===== src/rtl/bump_arena_allocator_unit_macros.svh =====
// Assertion macros shared by the bump arena allocator RTL.
// Depends on a clock named clk and an active-low reset named rst_n in the including module.
`ifndef BUMP_ARENA_ALLOCATOR_UNIT_MACROS_SVH
`define BUMP_ARENA_ALLOCATOR_UNIT_MACROS_SVH

// Checks a property at every clock edge outside reset.
`define BAA_ASSERT(label, prop, msg) \
  label: assert property (@(posedge clk) disable iff (!rst_n) prop) \
    else $error(msg);

// Checks that a property holds in the cycle after a trigger.
`define BAA_ASSERT_NEXT(label, trig, prop, msg) \
  label: assert property (@(posedge clk) disable iff (!rst_n) (trig) |=> (prop)) \
    else $error(msg);

`endif


===== src/rtl/baa_pkg.sv =====
// Package for the bump arena allocator: sizes, codes and the structs passed between modules.
// No dependencies.
package baa_pkg;

  localparam int MAX_BLOCKS = 16;
  localparam int IDX_W      = (MAX_BLOCKS > 1) ? $clog2(MAX_BLOCKS) : 1;
  localparam int CNT_W      = $clog2(MAX_BLOCKS + 1);
  localparam int DATA_W     = 21;
  localparam int BLK_W      = 4;
  localparam int ALIGN      = 8;

  localparam logic [DATA_W-1:0] SIZE_LIMIT         = DATA_W'(1048576);
  localparam logic [DATA_W-1:0] DEFAULT_BLOCK_SIZE = DATA_W'(256);
  localparam logic [DATA_W-1:0] ALIGN_ADD          = DATA_W'(ALIGN - 1);
  localparam logic [DATA_W-1:0] ALIGN_MASK         = ~ALIGN_ADD;
  localparam logic [DATA_W-1:0] MIN_ALLOC          = DATA_W'(ALIGN);

  typedef enum logic [1:0] {
    CMD_ALLOC  = 2'd0,
    CMD_MARK   = 2'd1,
    CMD_REWIND = 2'd2,
    CMD_RESET  = 2'd3
  } cmd_t;

  typedef enum logic [1:0] {
    ST_OK         = 2'd0,
    ST_TABLE_FULL = 2'd1,
    ST_BAD_MARK   = 2'd2
  } status_t;

  typedef struct packed {
    cmd_t              command;
    logic [DATA_W-1:0] size;
    logic              mark_valid;
    logic [BLK_W-1:0]  mark_block;
    logic [DATA_W-1:0] mark_used;
  } in_item_t;

  typedef struct packed {
    status_t           status;
    logic [BLK_W-1:0]  block_index;
    logic [DATA_W-1:0] offset;
    logic              mark_is_valid;
  } out_item_t;

  // Lookup broadcast to every cell.
  typedef struct packed {
    logic [DATA_W-1:0] n;
    logic [IDX_W-1:0]  cur;
    logic [CNT_W-1:0]  count;
  } baa_query_t;

  // Result passed from cell to cell along the row.
  typedef struct packed {
    logic              fit;
    logic              found;
    logic [IDX_W-1:0]  pick;
    logic [DATA_W-1:0] cur_fill;
  } baa_link_t;

  // Table update broadcast to every cell.
  typedef struct packed {
    logic              en;
    logic              wr_fill;
    logic              wr_cap;
    logic [IDX_W-1:0]  wr_idx;
    logic [DATA_W-1:0] fill_val;
    logic [DATA_W-1:0] cap_val;
    logic              clr;
    logic [CNT_W-1:0]  clr_from;
  } baa_update_t;

endpackage


===== src/rtl/baa_cell.sv =====
// One block entry of the arena: capacity and fill, with its stage of the search chain.
// Depends on baa_pkg.
module baa_cell import baa_pkg::*; (
  input  logic              clk,
  input  logic [IDX_W-1:0]  cell_idx,
  input  baa_query_t        qry,
  input  baa_update_t       upd,
  input  baa_link_t         link_in,
  output baa_link_t         link_out
);

  logic [DATA_W-1:0] cap_r, cap_nxt;
  logic [DATA_W-1:0] fill_r, fill_nxt;
  logic [DATA_W:0]   sum;
  logic              is_cur;
  logic              live;
  logic              fits;
  logic              cand;

  assign is_cur = (cell_idx == qry.cur);
  assign sum    = {1'b0, fill_r} + {1'b0, qry.n};
  assign fits   = is_cur && (sum <= {1'b0, cap_r});
  assign live   = (CNT_W'(cell_idx) < qry.count);
  assign cand   = live && (cell_idx > qry.cur) && (cap_r >= qry.n);

  always_comb begin
    link_out.fit      = link_in.fit | fits;
    link_out.found    = link_in.found | cand;
    link_out.pick     = (cand && !link_in.found) ? cell_idx : link_in.pick;
    link_out.cur_fill = is_cur ? fill_r : link_in.cur_fill;
  end

  always_comb begin
    fill_nxt = fill_r;
    cap_nxt  = cap_r;
    if (upd.en) begin
      if (upd.clr && (CNT_W'(cell_idx) >= upd.clr_from)) begin
        fill_nxt = '0;
      end
      if (upd.wr_fill && (cell_idx == upd.wr_idx)) begin
        fill_nxt = upd.fill_val;
      end
      if (upd.wr_cap && (cell_idx == upd.wr_idx)) begin
        cap_nxt = upd.cap_val;
      end
    end
  end

  always_ff @(posedge clk) begin
    fill_r <= fill_nxt;
    cap_r  <= cap_nxt;
  end

endmodule


===== src/rtl/bump_arena_allocator_unit.sv =====
// Top level of the bump arena allocator: control, row of block cells, result register.
// Depends on baa_pkg, baa_cell and bump_arena_allocator_unit_macros.svh.
//
//   channel | ports                               | handshake
//   --------+-------------------------------------+-------------------------
//   input   | in_valid, in_stall, in_data         | valid / stall
//   result  | out_valid, out_stall, out_data      | valid / stall
//   config  | cfg_valid, cfg_ready, cfg_data      | valid / ready, block_size
//
// Each command passes through ST_IDLE, which takes the transfer and rounds the size, and
// ST_EVAL, which evaluates it across the chain of cells and commits the table update.
// ST_EVAL repeats while the result register is full and stalled.
// Synchronous reset empties the table and sets block_size to 256; no clearing pass.
// A finished result may wait in the result register while the next item is taken.
`include "bump_arena_allocator_unit_macros.svh"

module bump_arena_allocator_unit import baa_pkg::*; (
  input  logic              clk,
  input  logic              rst_n,
  input  logic              in_valid,
  output logic              in_stall,
  input  in_item_t          in_data,
  output logic              out_valid,
  input  logic              out_stall,
  output out_item_t         out_data,
  input  logic              cfg_valid,
  output logic              cfg_ready,
  input  logic [DATA_W-1:0] cfg_data
);

  typedef enum logic [1:0] {
    ST_IDLE = 2'b01,
    ST_EVAL = 2'b10
  } state_t;

  state_t            state_r, state_nxt;
  logic [DATA_W-1:0] bsize_r;
  logic [CNT_W-1:0]  count_r, count_nxt;
  logic [IDX_W-1:0]  cur_r, cur_nxt;
  cmd_t              cmd_r;
  logic [DATA_W-1:0] n_r, n_nxt;
  logic              mvalid_r;
  logic [BLK_W-1:0]  mblock_r;
  logic [DATA_W-1:0] mused_r;
  logic              out_valid_r;
  out_item_t         out_data_r, res;
  logic [DATA_W-1:0] size_c, rnd;
  logic              in_acc;
  logic              commit;
  logic              has;
  baa_query_t        qry;
  baa_update_t       upd;
  baa_link_t         link [MAX_BLOCKS+1];

  assign in_stall  = (state_r != ST_IDLE);
  assign in_acc    = in_valid && !in_stall;
  assign cfg_ready = 1'b1;
  assign out_valid = out_valid_r;
  assign out_data  = out_data_r;
  assign commit    = (state_r == ST_EVAL) && (!out_valid_r || !out_stall);

  always_comb begin
    size_c = (in_data.size > SIZE_LIMIT) ? SIZE_LIMIT : in_data.size;
    rnd    = (size_c + ALIGN_ADD) & ALIGN_MASK;
    n_nxt  = (rnd == '0) ? MIN_ALLOC : rnd;
  end

  assign qry.n     = n_r;
  assign qry.cur   = cur_r;
  assign qry.count = count_r;
  assign link[0]   = '0;

  for (genvar g = 0; g < MAX_BLOCKS; g++) begin : g_cell
    baa_cell u_cell (
      .clk      (clk),
      .cell_idx (IDX_W'(g)),
      .qry      (qry),
      .upd      (upd),
      .link_in  (link[g]),
      .link_out (link[g+1])
    );
  end

  assign has = (count_r != '0) && (CNT_W'(cur_r) < count_r);

  always_comb begin
    upd       = '0;
    res       = '0;
    cur_nxt   = cur_r;
    count_nxt = count_r;
    case (cmd_r)
      CMD_ALLOC: begin
        if (has && link[MAX_BLOCKS].fit) begin
          upd.wr_fill     = 1'b1;
          upd.wr_idx      = cur_r;
          upd.fill_val    = DATA_W'(link[MAX_BLOCKS].cur_fill + n_r);
          res.block_index = BLK_W'(cur_r);
          res.offset      = link[MAX_BLOCKS].cur_fill;
        end else if (has && link[MAX_BLOCKS].found) begin
          upd.wr_fill     = 1'b1;
          upd.wr_idx      = link[MAX_BLOCKS].pick;
          upd.fill_val    = n_r;
          cur_nxt         = link[MAX_BLOCKS].pick;
          res.block_index = BLK_W'(link[MAX_BLOCKS].pick);
        end else if (count_r >= CNT_W'(MAX_BLOCKS)) begin
          res.status = ST_TABLE_FULL;
        end else begin
          upd.wr_fill     = 1'b1;
          upd.wr_cap      = 1'b1;
          upd.wr_idx      = IDX_W'(count_r);
          upd.fill_val    = n_r;
          upd.cap_val     = (n_r > bsize_r) ? n_r : bsize_r;
          count_nxt       = count_r + CNT_W'(1);
          cur_nxt         = IDX_W'(count_r);
          res.block_index = BLK_W'(count_r);
        end
      end
      CMD_MARK: begin
        if (has) begin
          res.block_index   = BLK_W'(cur_r);
          res.offset        = link[MAX_BLOCKS].cur_fill;
          res.mark_is_valid = 1'b1;
        end
      end
      CMD_REWIND: begin
        if (!mvalid_r) begin
          upd.clr = 1'b1;
          cur_nxt = '0;
        end else if (CNT_W'(mblock_r) >= count_r) begin
          res.status = ST_BAD_MARK;
        end else begin
          upd.wr_fill  = 1'b1;
          upd.wr_idx   = IDX_W'(mblock_r);
          upd.fill_val = mused_r;
          upd.clr      = 1'b1;
          upd.clr_from = CNT_W'(mblock_r) + CNT_W'(1);
          cur_nxt      = IDX_W'(mblock_r);
        end
      end
      default: begin
        upd.clr = 1'b1;
        cur_nxt = '0;
      end
    endcase
    upd.en = commit;
  end

  always_comb begin
    state_nxt = state_r;
    case (state_r)
      ST_IDLE: begin
        if (in_acc) begin
          state_nxt = ST_EVAL;
        end
      end
      ST_EVAL: begin
        if (commit) begin
          state_nxt = ST_IDLE;
        end
      end
      default: begin
        state_nxt = ST_IDLE;
      end
    endcase
  end

  always_ff @(posedge clk) begin
    if (!rst_n) begin
      state_r     <= ST_IDLE;
      bsize_r     <= DEFAULT_BLOCK_SIZE;
      count_r     <= '0;
      cur_r       <= '0;
      out_valid_r <= 1'b0;
    end else begin
      state_r <= state_nxt;
      if (cfg_valid && cfg_ready) begin
        bsize_r <= cfg_data;
      end
      if (commit) begin
        count_r     <= count_nxt;
        cur_r       <= cur_nxt;
        out_valid_r <= 1'b1;
      end else if (out_valid_r && !out_stall) begin
        out_valid_r <= 1'b0;
      end
    end
  end

  always_ff @(posedge clk) begin
    if (in_acc) begin
      cmd_r    <= in_data.command;
      n_r      <= n_nxt;
      mvalid_r <= in_data.mark_valid;
      mblock_r <= in_data.mark_block;
      mused_r  <= in_data.mark_used;
    end
    if (commit) begin
      out_data_r <= res;
    end
  end

  `BAA_ASSERT(a_count_max, count_r <= CNT_W'(MAX_BLOCKS), "block count above table size")
  `BAA_ASSERT(a_cur_live, (count_r != '0) |-> (CNT_W'(cur_r) < count_r), "current block not live")
  `BAA_ASSERT_NEXT(a_accept_eval, in_valid && !in_stall, state_r == ST_EVAL, "no evaluation")
  `BAA_ASSERT(a_out_after_eval, $rose(out_valid_r) |-> $past(state_r == ST_EVAL), "stray result")
  `BAA_ASSERT(a_count_step, ($past(rst_n) && (count_r != $past(count_r))) |-> (count_r == $past(count_r) + CNT_W'(1)), "block count jumped")

endmodule

===== config.mk =====
export PLATFORM = sky130hd
export DESIGN_NAME = bump_arena_allocator_unit
export DESIGN_NICKNAME = d
export VERILOG_FILES = /design/src/rtl/baa_pkg.sv /design/src/rtl/baa_cell.sv /design/src/rtl/bump_arena_allocator_unit.sv
export VERILOG_INCLUDE_DIRS = /design/src /design/src/rtl
export SDC_FILE = /design/constraint.sdc
export NUM_CORES = 2
export LEC_CHECK = 0
export BUFFER_PORTS_ARGS = -buffer_cell sky130_fd_sc_hd__buf_2
export CELL_PAD_IN_SITES_DETAIL_PLACEMENT = 2
export CELL_PAD_IN_SITES_GLOBAL_PLACEMENT = 2
export CORE_MARGIN = 2
export CORE_UTILIZATION = 38
export CTS_BUF_LIST = sky130_fd_sc_hd__clkbuf_2
export DETAILED_ROUTE_END_ITERATION = 8
export GPL_TIMING_DRIVEN = 0
export HOLD_SLACK_MARGIN = 0.03
export PLACE_DENSITY_LB_ADDON = 0.2
export RECOVER_POWER = 100
export SLEW_MARGIN = 20
export SYNTH_ARGS = -nofsm -noshare
export SYNTH_HDL_FRONTEND = slang
export SYNTH_SLANG_ARGS = --single-unit

===== constraint.sdc =====
create_clock -name clk -period 23.2 [get_ports clk]
set_clock_uncertainty 0.15 [all_clocks]
set_input_delay 3.48 -clock clk [delete_from_list [all_inputs] [get_ports clk]]
set_output_delay 3.48 -clock clk [all_outputs]
set_load 0.1 [all_outputs]

==> out/summary.txt <==
CTS Sinks = 779
Synth area leader = edfxtp_1
Power Dens Cells = 53.0 mW/mm2
Min-delay src = out_valid$_SDFFE_PN0P_
Yosys top cell area share = 38.6%
Clock group share of total power = 32.2%
First-pass GRT wire length = 425 mm
Least-Margin Pin Slew = 2.83 ns
Initial antenna violation count = 46
Slowest CP cell = nor2_1
Vias in the first global route = 55900
CP max FO = 10
Critical path type = reg -> reg
Register area = 0.0231 mm2
Startpoint Class = flip-flop
Synth Area per Inst = 10.0 um2
DRC = 0
Top-count cell post-synth = ha_1
Reg clk slew, reported paths = 0.11 ns
1st-pass router iterations = 8
Slew Viols, Final = 811
Share of layout cells above drive strength 1 = 9.21%
Final Critical Period = 14.42 ns
Post-CTS resize count = 0
Top cells by area, synth = edfxtp_1 (39%), ha_1 (20%), a21oi_1 (3.9%), nor2_1 (3.9%), inv_1 (3.2%)
Endpoints failing hold = 0
Wire per inst = 36.1 um
DRT Wirelength = 306 mm
Psw = 1.23 mW
Skew-Pair Late Insertion Delay = 1.92 ns
Placed cell area = 0.0639 mm2
Final Cell Area = 0.0644 mm2
Dpl hpwl = 245 mm
Final period utilization = 62.2%
CTS tree = yes
Worst vdd ir = 0.0475 mV
Crit path largest cell delay = 1.80 ns
Post-synth EDFFs = 746
Placeable Area = 0.152 mm2
Initial core utilization = 38.2%
Post-route insts no fill = 8483
Max Cap Viol = 69
Worst reg2reg startpoint = n_r[3]$_SDFFCE_PN1P_
Hold depth = 2
Tot Pwr = 3.41 mW
Violated checks = max-capacitance violations, max-slew violations
Hold Path Class = reg -> reg
Outcome = finished with violations
DIE AREA = 0.156 mm2
Synth warnings = 0
F_max = 0.0693 GHz
IO Pins = 106
Tightest hold margin = 0.404 ns
GP Congestion = 1.02
Sequential-to-total area share from yosys stat = 39.7%
P&R area growth vs syn = 10.9%
Initial drt markers = 5810
Logic pwr share = 21.9%
Reg-to-reg endpoint = g_cell[3].u_cell.cap_r[16]$_DFFE_PP_
Vias per cell = 6.31
Critical Path AT = 15.62 ns
Nets = 7289
Via count = 53600
Total Routing Usage GR = 38.5%
RSZ-0062 raised after global routing = false
Setup Buffers After CTS = 0
# placed instances = 8066
TritonCTS buffer count = 220
Grt ovf = 0
CP most frequent cell = clkbuf_1
Commonest cells in the netlist = ha_1 (939), edfxtp_1 (746), nor2_1 (599), inv_1 (500), a21oi_1 (451)
Synth unique cells = 93
CTS H-tree lvls = 4
Die Width = 395 um
Worst path required time = 24.40 ns
Die outline height = 395 um
Max-slew headroom = -88.5%
Sw Ratio = 36.2%
Post-Synthesis Cells = 5777
Hold EP = out_valid$_SDFFE_PN0P_
Buf/Inv on CP = 6
Row Count = 143
Fillers = 16700
Hold buffers post-CTS = 0
Clock Root Buffer = clkbuf_2
Footprint of the multi-input gates = 0.0325 mm2
Flops & latches, synth = 779
P_int = 2.18 mW
Post-DRT Antenna Nets = 0
Post-synthesis async set-or-reset flop share = 0%
Post-Syn Area = 0.0580 mm2
R2R setup slack = 8.78 ns
# setup viols final = 0
Setup TNS = 0 ns
Post-synthesis net count = 6808
Critical path endpoint category = flip-flop
Leakage = 26.6 nW
Reg power frac = 45.9%
Worst-case reg-to-reg path depth = 29
Top FF cell, synth = edfxtp_1
PortBufs = 103
Clock Tree Buf Depth = 3
CP delay by family, top = simple AND/OR/NAND/NOR gates
Pin count of the biggest net entering global routing = 33
sequential cells by signal, indices dropped and copies added (netlist names), 4 cells and up:
register              count
g_cell.u_cell.cap_r     336
n_r                      18
mused_r                  21
cur_r                     4
mblock_r                  4
count_r                   5
g_cell.u_cell.fill_r    336
out_data                 28
bsize_r                  21
per-layer routing:
layer	routed length (um)	track usage [%]
met4	22000	23.4
met1	123000	50.1
met5	127	0
met2	132000	58.5
met3	29800	8.18
logic make-up after synthesis:
| logic type | share of synthesized area (%) |
|---|---|
| AND/OR/NAND/NOR | 12.8 |
| AO/OA/AOI/OAI | 17.2 |
| adder cells (fa/ha/maj) | 20.8 |
| flip-flops | 39.7 |
| buffers and inverters | 4.30 |
| XOR/XNOR | 3.97 |
| multiplexers | 1.13 |
| other | 0.00646 |
placed cells by master (no fill, tap or decap), types with 152 or more instances in the layout:
cell type / count
nand2_1: 247
inv_1: 483
xnor2_1: 196
a21o_1: 152
clkbuf_1: 251
clkbuf_2: 328
nor3_1: 157
nor2_1: 600
edfxtp_1: 746
a21oi_1: 451
ha_1: 939
o21ai_0: 247
tightest hold or removal path: cells and delay by family, from the launching register on:
kind / cells / cell delay, ns
DFF: 1 / 0.33
and+or+nand+nor: 1 / 0.11
AOI/OAI and AO/OA: 1 / 0.08
layout make-up:
cell class | count | area share [%]
clock inverters | 67 | 0.535
well taps | 2030 | 3.95
multi-input cells | 4358 | 50.5
repair buffers | 259 | 2.70
plain buffers | 138 | 0.842
inverters | 502 | 2.99
diodes | 25 | 0.0972
clock buffers | 325 | 2.53
flip-flops and latches | 779 | 35.8
stage by stage:
step / util, % / worst slack, ns
3_3_place_gp: 40.3 / 4.04
6_report: 42.4 / 8.78
5_1_grt: 42.4 / 8.94
3_5_place_dp: 42.1 / 12.59
4_1_cts: 43.4 / 12.52
2_1_floorplan: - / 14.09
power groups by stage:
stage	clock [mW]	combinational [mW]	sequential, mW
2_1_floorplan	0	0.400	1.60
3_3_place_gp	0	0.624	1.63
3_5_place_dp	0	0.745	1.60
4_1_cts	1.11	0.754	1.57
5_1_grt	1.17	0.794	1.57
6_report	1.10	0.747	1.57
how the worst max path moves through the flow:
stage                         start                                    to  slack, ns  cells after the start
2_1_floorplan  n_r[4]$_SDFFCE_PN0P_   g_cell[0].u_cell.cap_r[0]$_DFFE_PP_      14.09                     25
3_3_place_gp   n_r[4]$_SDFFCE_PN0P_  g_cell[10].u_cell.cap_r[2]$_DFFE_PP_       4.04                     26
3_5_place_dp   n_r[3]$_SDFFCE_PN1P_  g_cell[10].u_cell.cap_r[1]$_DFFE_PP_      12.59                     30
4_1_cts        n_r[3]$_SDFFCE_PN1P_   g_cell[7].u_cell.cap_r[1]$_DFFE_PP_      12.52                     30
5_1_grt        n_r[3]$_SDFFCE_PN1P_  g_cell[7].u_cell.cap_r[16]$_DFFE_PP_       8.94                     29
6_report       n_r[3]$_SDFFCE_PN1P_  g_cell[3].u_cell.cap_r[16]$_DFFE_PP_       8.78                     29
Power figures use the tool's default switching activity.
